## config.mk

```make
export PLATFORM = sky130hd
export DESIGN_NAME = lru_page_replacement
export DESIGN_NICKNAME = d
export VERILOG_FILES = /design/src/rtl/core/lrupr_pkg.sv /design/src/rtl/core/lru_page_replacement.sv
export SDC_FILE = /design/constraint.sdc
export NUM_CORES = 1
export LEC_CHECK = 0
export BUFFER_PORTS_ARGS = -buffer_cell sky130_fd_sc_hd__clkbuf_2
export CORE_MARGIN = 1.5
export CORE_UTILIZATION = 35
export CTS_CLUSTER_SIZE = 12
export DETAILED_ROUTE_END_ITERATION = 8
export SLEW_MARGIN = 20
export SYNTH_ARGS = -nofsm -noshare
export SYNTH_HDL_FRONTEND = slang
export SYNTH_SLANG_ARGS = --single-unit
```

## constraint.sdc

```tcl
create_clock -name clock -period 6.4 [get_ports clock]
set_input_delay 0.96 -clock clock [delete_from_list [all_inputs] [get_ports clock]]
set_output_delay 0.96 -clock clock [all_outputs]
set_load 0.01 [all_outputs]
```

## src/rtl/core/lrupr_pkg.sv

```systemverilog
// ----------------------------------------------------------------------------
// LRU page replacement package
// Field widths, stream packing and the result record shared by the page
// frame store and its port checker.
// ----------------------------------------------------------------------------
package lrupr_pkg;

   // default sizing
   localparam int MAX_FRAMES_DEF = 8;
   localparam int PAGE_BITS_DEF  = 16;

   // field widths of the stream payloads
   localparam int PAGE_W = 16;
   localparam int SLOT_W = 3;
   localparam int CFG_W  = 4;

   // frames active after reset
   localparam logic [CFG_W-1:0] RESET_FRAMES = 4'd8;

   // stream data widths, padded to whole bytes
   localparam int REQ_TDATA_W = 16;
   localparam int RSP_BITS    = 1 + SLOT_W + 1 + PAGE_W;
   localparam int RSP_TDATA_W = 24;

   // result field positions inside rsp_tdata
   localparam int RSP_HIT_BIT  = 0;
   localparam int RSP_SLOT_LSB = 1;
   localparam int RSP_EV_BIT   = 4;
   localparam int RSP_EVP_LSB  = 5;

   // result record, first field in the highest bits
   typedef struct packed {
      logic [PAGE_W-1:0] evicted_page;
      logic              evicted_valid;
      logic [SLOT_W-1:0] slot;
      logic              hit;
   } rsp_type;

endpackage

```

## src/rtl/core/lru_page_replacement.sv

```systemverilog
// A request moves from the request register to the result register when that one is free.
// Throughput: one request per cycle while rsp_* is not stalled; the tag compare, age-rank
//   update and frame write for a request all complete combinationally between the request
//   register and the result register.
// Reset: synchronous, active high; empties every frame, selects 8 active frames
//   and drops any request or result in flight. Reset takes no clearing pass.
// ----------------------------------------------------------------------------
// LRU page frame store
// Fully associative set of page frames with least-recently-used replacement
// kept as per-frame age ranks; one result per requested page.
// ----------------------------------------------------------------------------
module lru_page_replacement #(
   parameter int MAX_FRAMES = lrupr_pkg::MAX_FRAMES_DEF,
   parameter int PAGE_BITS  = lrupr_pkg::PAGE_BITS_DEF
) (
   input  logic                               clock,
   input  logic                               reset,
   // request stream
   input  logic                               req_tvalid,
   output logic                               req_tready,
   input  logic [lrupr_pkg::REQ_TDATA_W-1:0]  req_tdata,   // [15:0] page
   // result stream
   output logic                               rsp_tvalid,
   input  logic                               rsp_tready,
   output logic [lrupr_pkg::RSP_TDATA_W-1:0]  rsp_tdata,   // [0] hit, [3:1] slot,
                                                           // [4] evicted_valid,
                                                           // [20:5] evicted_page
   // frames_in_use register
   input  logic                               csr_wr_en,
   input  logic [lrupr_pkg::CFG_W-1:0]        csr_wr_data
);
   import lrupr_pkg::*;

   localparam int AW = (MAX_FRAMES > 1) ? $clog2(MAX_FRAMES) : 1;
   localparam logic [5:0] MaxCnt = 6'(MAX_FRAMES);

   // request register
   logic                 in_valid_ff;
   logic [PAGE_BITS-1:0] in_page_ff;
   // result register
   logic                 out_valid_ff;
   rsp_type              out_ff;
   // frame store
   logic [PAGE_BITS-1:0] page_ff   [MAX_FRAMES];
   logic [PAGE_BITS-1:0] page_in   [MAX_FRAMES];
   logic [AW-1:0]        age_ff    [MAX_FRAMES];
   logic [AW-1:0]        age_in    [MAX_FRAMES];
   logic [MAX_FRAMES-1:0] valid_ff, valid_in;
   logic [MAX_FRAMES-1:0] active_ff, active_in;
   logic [AW-1:0]        top_rank_ff, top_rank_in;

   logic advance, fire;
   logic [PAGE_BITS+PAGE_W-1:0] req_page_ext;

   // lookup results
   logic [MAX_FRAMES-1:0] match, empty, oldest;
   logic                  hit_any, empty_any, evict;
   logic [AW-1:0]         hit_idx, empty_idx, victim_idx, slot_sel;
   logic [AW+SLOT_W-1:0]  slot_ext;
   logic [PAGE_W+PAGE_BITS-1:0] evp_ext;
   rsp_type               rsp_in;

   // configuration decode
   logic [CFG_W-1:0] cfg_raw;
   logic [5:0]       cfg_cnt;

   // handshake: result register frees the request register
   assign advance    = !out_valid_ff || rsp_tready;
   assign fire       = in_valid_ff && advance;
   assign req_tready = !in_valid_ff || advance;
   assign rsp_tvalid = out_valid_ff;
   assign rsp_tdata  = {(RSP_TDATA_W - RSP_BITS)'(0), out_ff};

   assign req_page_ext = {{PAGE_BITS{1'b0}}, req_tdata[PAGE_W-1:0]};

   // clamp frames_in_use into 1..MAX_FRAMES
   always_comb begin
      cfg_raw = reset ? RESET_FRAMES : csr_wr_data;
      cfg_cnt = (cfg_raw == '0) ? 6'd1 : {2'b00, cfg_raw};
      if (cfg_cnt > MaxCnt) begin
         cfg_cnt = MaxCnt;
      end
      for (int i = 0; i < MAX_FRAMES; i++) begin
         active_in[i] = 6'(i) < cfg_cnt;
      end
      top_rank_in = AW'(cfg_cnt - 6'd1);
   end

   // tag compare and slot choice
   always_comb begin
      for (int i = 0; i < MAX_FRAMES; i++) begin
         match[i]  = active_ff[i] && valid_ff[i] && (page_ff[i] == in_page_ff);
         empty[i]  = active_ff[i] && !valid_ff[i];
         oldest[i] = active_ff[i] && valid_ff[i] && (age_ff[i] == top_rank_ff);
      end
      hit_any   = |match;
      empty_any = |empty;
      evict     = !hit_any && !empty_any;
      // lowest matching slot
      hit_idx = '0;
      for (int i = MAX_FRAMES - 1; i >= 0; i--) begin
         if (match[i]) begin
            hit_idx = AW'(i);
         end
      end
      // highest empty slot and highest oldest slot
      empty_idx  = '0;
      victim_idx = '0;
      for (int i = 0; i < MAX_FRAMES; i++) begin
         if (empty[i]) begin
            empty_idx = AW'(i);
         end
         if (oldest[i]) begin
            victim_idx = AW'(i);
         end
      end
      if (hit_any) begin
         slot_sel = hit_idx;
      end else if (empty_any) begin
         slot_sel = empty_idx;
      end else begin
         slot_sel = victim_idx;
      end
   end

   // result record
   always_comb begin
      slot_ext = {{SLOT_W{1'b0}}, slot_sel};
      evp_ext  = {{PAGE_W{1'b0}}, page_ff[slot_sel]};
      rsp_in.hit           = hit_any;
      rsp_in.slot          = slot_ext[SLOT_W-1:0];
      rsp_in.evicted_valid = evict;
      rsp_in.evicted_page  = evict ? evp_ext[PAGE_W-1:0] : '0;
   end

   // age ranks: selected frame newest; others age by one (on a hit only the younger ones)
   always_comb begin
      for (int i = 0; i < MAX_FRAMES; i++) begin
         page_in[i]  = page_ff[i];
         age_in[i]   = age_ff[i];
         valid_in[i] = valid_ff[i];
         if (AW'(i) == slot_sel) begin
            age_in[i]   = '0;
            valid_in[i] = 1'b1;
            if (!hit_any) begin
               page_in[i] = in_page_ff;
            end
         end else if (active_ff[i] && valid_ff[i]
                      && (!hit_any || (age_ff[i] < age_ff[slot_sel]))) begin
            age_in[i] = age_ff[i] + AW'(1);
         end
      end
   end

   // request register
   always_ff @(posedge clock) begin
      if (reset) begin
         in_valid_ff <= 1'b0;
      end else if (req_tready) begin
         in_valid_ff <= req_tvalid;
      end
      if (req_tvalid && req_tready) begin
         in_page_ff <= req_page_ext[PAGE_BITS-1:0];
      end
   end

   // result register
   always_ff @(posedge clock) begin
      if (reset) begin
         out_valid_ff <= 1'b0;
      end else if (advance) begin
         out_valid_ff <= in_valid_ff;
      end
      if (fire) begin
         out_ff <= rsp_in;
      end
   end

   // frame store state; a register write empties every frame
   always_ff @(posedge clock) begin
      if (reset || csr_wr_en) begin
         valid_ff    <= '0;
         active_ff   <= active_in;
         top_rank_ff <= top_rank_in;
         for (int i = 0; i < MAX_FRAMES; i++) begin
            age_ff[i] <= '0;
         end
      end else if (fire) begin
         valid_ff <= valid_in;
         for (int i = 0; i < MAX_FRAMES; i++) begin
            age_ff[i] <= age_in[i];
         end
      end
   end

   // page tags, no reset
   always_ff @(posedge clock) begin
      if (fire) begin
         for (int i = 0; i < MAX_FRAMES; i++) begin
            page_ff[i] <= page_in[i];
         end
      end
   end

endmodule

```

## Word-level counts from Yosys, hierarchy flattened

Memories as Yosys holds them, arrays and structs flattened. A register that Yosys moved wholly into a read port is not among the register bits.
Cells that the tools add are included.

| word-level totals | value |
|---|---|
| flip-flop bits (word level) | 42 |
| bits in latches | 0 |
| memory bits (writable) | 152 |
| ROM bits | 0 |
| output and inout port bits | 26 |
| memories kept | 2 |

| operators by class | value |
|---|---|
| $add $sub $neg | 9 |
| multiply operators | 0 |
| divide/modulo/power cells | 0 |
| $lt $le $gt $ge | 17 |
| equality and inequality tests | 22 |
| shifts and indexed selects | 0 |
| muxes and demuxes | 73 |
| bitwise gates (word level) | 8 |
| reductions and logical operators | 78 |

Memory list:

| name | words | bits a word | read ports | clocked after memory_dff | wr ports | line | source |
|---|---|---|---|---|---|---|---|
| page_ff | 8 | 16 | 9 | 1 | 8 | lru_page_replacement.sv:44 | `logic [PAGE_BITS-1:0] page_ff [MAX_FRAMES];` |
| age_ff | 8 | 3 | 9 | 0 | 8 | lru_page_replacement.sv:46 | `logic [AW-1:0] age_ff [MAX_FRAMES];` |

Operators by type and width:

| cell | count |
|---|---|
| 16-bit two-way mux | 16 |
| 3-bit two-way mux | 46 |
| 16-bit equality test | 8 |
| 1-bit logical AND | 42 |
| 3-bit by 1-bit adder with 3-bit output, second input constant | 8 |
| 3-bit less-than comparator | 8 |
| 3-bit equality test | 7 |
| 3-bit by 4-bit less-than comparator with 1-bit output, first input constant | 4 |
| 2-bit AND reduction | 8 |
| 8-bit OR reduction | 2 |
| 1-bit logical NOT | 13 |
| 3-bit equality test, first input constant | 4 |
| 4-bit two-way mux | 3 |
| 1-bit logical OR | 11 |
| 1-bit by 4-bit less-than comparator with 1-bit output, first input constant | 2 |
| 2-bit by 4-bit less-than comparator with 1-bit output, first input constant | 2 |
| 1-bit two-way mux | 8 |
| 1-bit bitwise OR | 8 |
| 2-bit by 3-bit equality test with 1-bit output, first input constant | 2 |
| 4-bit greater-than comparator, second input constant | 1 |
| 4-bit logical NOT | 1 |
| 1-bit by 3-bit equality test with 1-bit output, first input constant | 1 |
| 3-bit logical NOT | 1 |
| 3-bit by 1-bit subtractor with 3-bit output, second input constant | 1 |

## Logic depth before layout (Yosys ltp)

An unclocked memory read counts as a cell.

| depth | value |
|---|---|
| word-level depth | 19 |
| mapped depth | 19 |
| gate-level depth less buffers | 17 |

## Worst setup path before layout

Ideal clock, no wire load.

| timing | value |
|---|---|
| kind | reg-to-reg |
| start | reg, netlist name in_page_ff[3] |
| end | mem age_ff[0][0] (netlist bit), enable pin |
| setup time | 0.327 ns |
| arrival time | 4.479 ns |
| data required time | 6.073 ns |
| slack | 1.594 ns |
| cell stages (with the launch flop) | 19 |
| path buffers | 3 |
| period minus slack after synthesis | 4.806 ns |
| cell sequence | edfxtp_1 -> buf_6 -> xor2_1 -> or4b_1 -> or4_1 -> o22ai_1 -> o221ai_1 -> and2_4 -> a21oi_2 -> buf_4 -> clkbuf_1 -> o22ai_1 -> nor3_1 -> a21oi_1 -> ha_1 -> or2_2 -> a311o_1 -> o31a_1 -> a21oi_1 |

RTL lines:

| what | line |
|---|---|
| to (decl) | lru_page_replacement.sv:46 |

==> impl_metrics.yaml <==
worst_setup_path:
  crit_chain: "xor2_1, or4b_1, or4_1, a2bb2o_2, nor2_1, nand3_1, o31ai_1, and2_1, inv_2, o22ai_1, nor3_1, a21oi_1, buf_4, ha_1, or2_2, a311o_1, o31a_1, a21oi_1"
  criticalPathCategory: "reg -> reg"
  slowest_delay_ns: 0.73
  worst_setup_path_start_kind: "register"
  r2r_setup_slack_ns: 1.11
  crit_fanout: 16
  arrival_ns: 5.49
  slowest_stage: "edfxtp_1"
  r2r-start: "in_page_ff[1]"
  crit_path_start: "in_page_ff[1]"
  crit_required_ns: 6.60
  worst_path_most_repeated_cell: "a21oi_1"
  cp-end-kind: "register"
drt:
  wl_per_cell_um: 25.18
  avgViaCountPerCell: 5.665
  drtAntennaViolNets: 0
  vias: 7994
  wl_um: 35520
  drt_iter0_drc: 888
  drc_errors: 0
  first_pass_iters: 6
cells_and_area:
  drive_gt1_share_pct: 14.17
  n_fill_cell: 3004
  layout.nets: 1038
  syn_to_final_growth_pct: 12.16
  num_antenna_cells: 0
  multi_input_area_um2: 4768
  regArea_um2: 6206
timing:
  fin_worst_skew_ns: 0.03272
  min_period_ns: 5.292
  finalCritPeriodShare_pct: 82.69
  setup_viol: 0
  slew_violations: 0
  max_freq_ghz: 0.1890
  worstMarginPinSlew_ns: 0.7797
  layout_setup_ws_ns: 1.108
  finalSetupTns_ns: 0
  rsz0062_at_grt: "false"
  relSlewSlack_pct: 47.96
  hold_viol: 0
global_route:
  grt_pass1_wl_um: 52660
  first_global_vias: 7865
  grt_usage_pct: 21.50
  grt_overflow: 0
  grt_max_degree: 36
  grt_antenna_before_repair: 0
clock_tree:
  clk_pin_slew_ns: 0.06
  cts_tree: "built"
  numCtsBuffers: 24
  clockBufferDepth: 3
  cts_max_level: 1
  cts_resized: 0
  cts_hold_buffers: 0
  cts.sinks: 210
  cts_root_buffer: "clkbuf_16"
  worstSkewPairLatency_ns: 0.55
  post-cts-setup-buffers: 0
power:
  p_leak_uw: 0.004407
  irDropWorstVdd_mv: 0.2428
  powerDensity_nw_per_um2: 261.7
logic_synthesis:
  ys_ff_latch: 210
  postSynthCellCount: 950
  avgSynthCellArea_um2: 11.90
  ys_seq_area_share_pct: 54.87
  async_flop_share_pct: 0
  yosysWarnings: 0
  synth_commonest_cells: "edfxtp_1, xor2_1, nand2_1, xnor2_1, nor2_1"
  synth_top_cells_by_area: "edfxtp_1, xor2_1, xnor2_1"
  ys_types: 75
  synth_most_common_cell: "edfxtp_1"
  synth_top_area_share_pct: 53.10
  synth_edf_count: 200
  yosysTopAreaCell: "edfxtp_1"
  ys.flop_type: "edfxtp_1"
  syn_area_um2: 11310
floorplanning:
  die_x_um: 182.8
  initial_utilization_pct: 35.66
  core_um2: 31720
  die_area_um2: 33400
  dieHeight_um: 182.8
  io_pins: 51
  rows: 65
status:
  outcome: "finished, final reports clean"
place:
  pre_cts_slack_ns: 1.170
  io_buffers: 47
  gp_congestion: 1.003
  place_hpwl_um: 24980
job:
  maxCapViolations: 0
worst_hold_path:
  hold_path_startpoint: "valid_ff[0]"
  holdCritPathClass: "reg -> reg"
## placed cells by master, fill, tap and decap left out, types with 4 or more instances in the layout
cell,n
edfxtp_1,200
xor2_1,96
nand2_1,64
xnor2_1,62
nor2_1,56
clkbuf_2,47
nor4_1,34
a211oi_1,30
a21oi_1,29
nand4_1,26
clkbuf_16,26
mux2i_1,24
inv_1,22
buf_4,20
nor3_1,19
o21ai_0,18
ha_1,18
mux2_2,15
nand3_1,14
nand2b_1,13
a222oi_1,12
nor2b_1,11
and2_1,10
or4_1,10
dfxtp_1,10
o211ai_1,7
and3_1,7
o21ai_1,7
or2_2,6
o22ai_1,6
nor3b_1,6
clkbuf_1,6
o31ai_1,4
## registers in the layout, indices dropped and copies added (netlist names)
name and count:
page_ff 128, age_ff 24, rsp_tdata 21, in_page_ff 16, active_ff 8, valid_ff 8, top_rank_ff 3, in_valid_ff 1
rsp_tvalid 1
## area by class of cell
cell class | instances | share of cell area [%]
multi-input combinational | 668 | 37.59
inverter | 24 | 0.7102
clock inverter | 7 | 0.3551
timing repair buffer | 67 | 3.038
sequential | 210 | 48.92
clock buffer | 33 | 5.415
tap | 402 | 3.965
## final timing paths
path	endpoint	cells after the start
min reg2reg	valid_ff[0]	2
max	age_ff[0][2]	18
min	valid_ff[0]	2
max reg2reg	age_ff[0][2]	18
## per-layer routing
metal  GRT usage [%]  share of wire, %  routed length (um)
met1           29.62                44               15660
met2           34.81                46               16480
met3           3.495               6.3                2241
met4           6.512               3.2                1142
met5               0                 0                   0
## power by group
| part | leakage (uW) | internal (uW) | switching (uW) |
|---|---|---|---|
| clock network | 0.000354 | 745 | 535 |
| logic | 0.00211 | 153 | 256 |
| registers | 0.00195 | 1560 | 73.9 |
| total | 0.00441 | 2450 | 865 |
## cells by family (layout without fill, tap and decap cells)
| group | after synthesis | in the layout | synth area share (%) |
|---|---|---|---|
| DFF | 210 | 210 | 54.87 |
| AOI/OAI and AO/OA | 151 | 151 | 9.791 |
| adders and majority gates | 21 | 21 | 2.290 |
| muxes | 39 | 39 | 3.618 |
| xor gates and xnor gates | 158 | 158 | 12.24 |
| and+or+nand+nor | 296 | 296 | 13.95 |
| other | 1 | 3 | 0.03316 |
| buffers and inverters | 74 | 131 | 3.208 |
## worst max-delay path, delay by kind of cell, from the launching register on
kind / cells / cell delay [ns]
and+or+nand+nor: 7 / 2.20
AOI/OAI and AO/OA: 7 / 1.23
DFF: 1 / 0.73
buffers and inverters: 2 / 0.31
xor gates and xnor gates: 1 / 0.25
adders and majority gates: 1 / 0.21
## metrics by stage
stage	hold WS (ns)	cell area [um2]	power [uW]	utilization [%]	std cells
after floorplan	0.4417	11320	1916	-	952
after global placement	0.4613	11950	2060	37.68	1371
after detailed placement	0.4649	11950	2062	37.68	1371
after CTS	0.4793	12680	3351	39.99	1411
after global routing	0.5048	12680	3443	39.99	1411
final	0.4839	12680	3320	39.99	1411
Note: power is estimated with default switching activity, not from simulation.
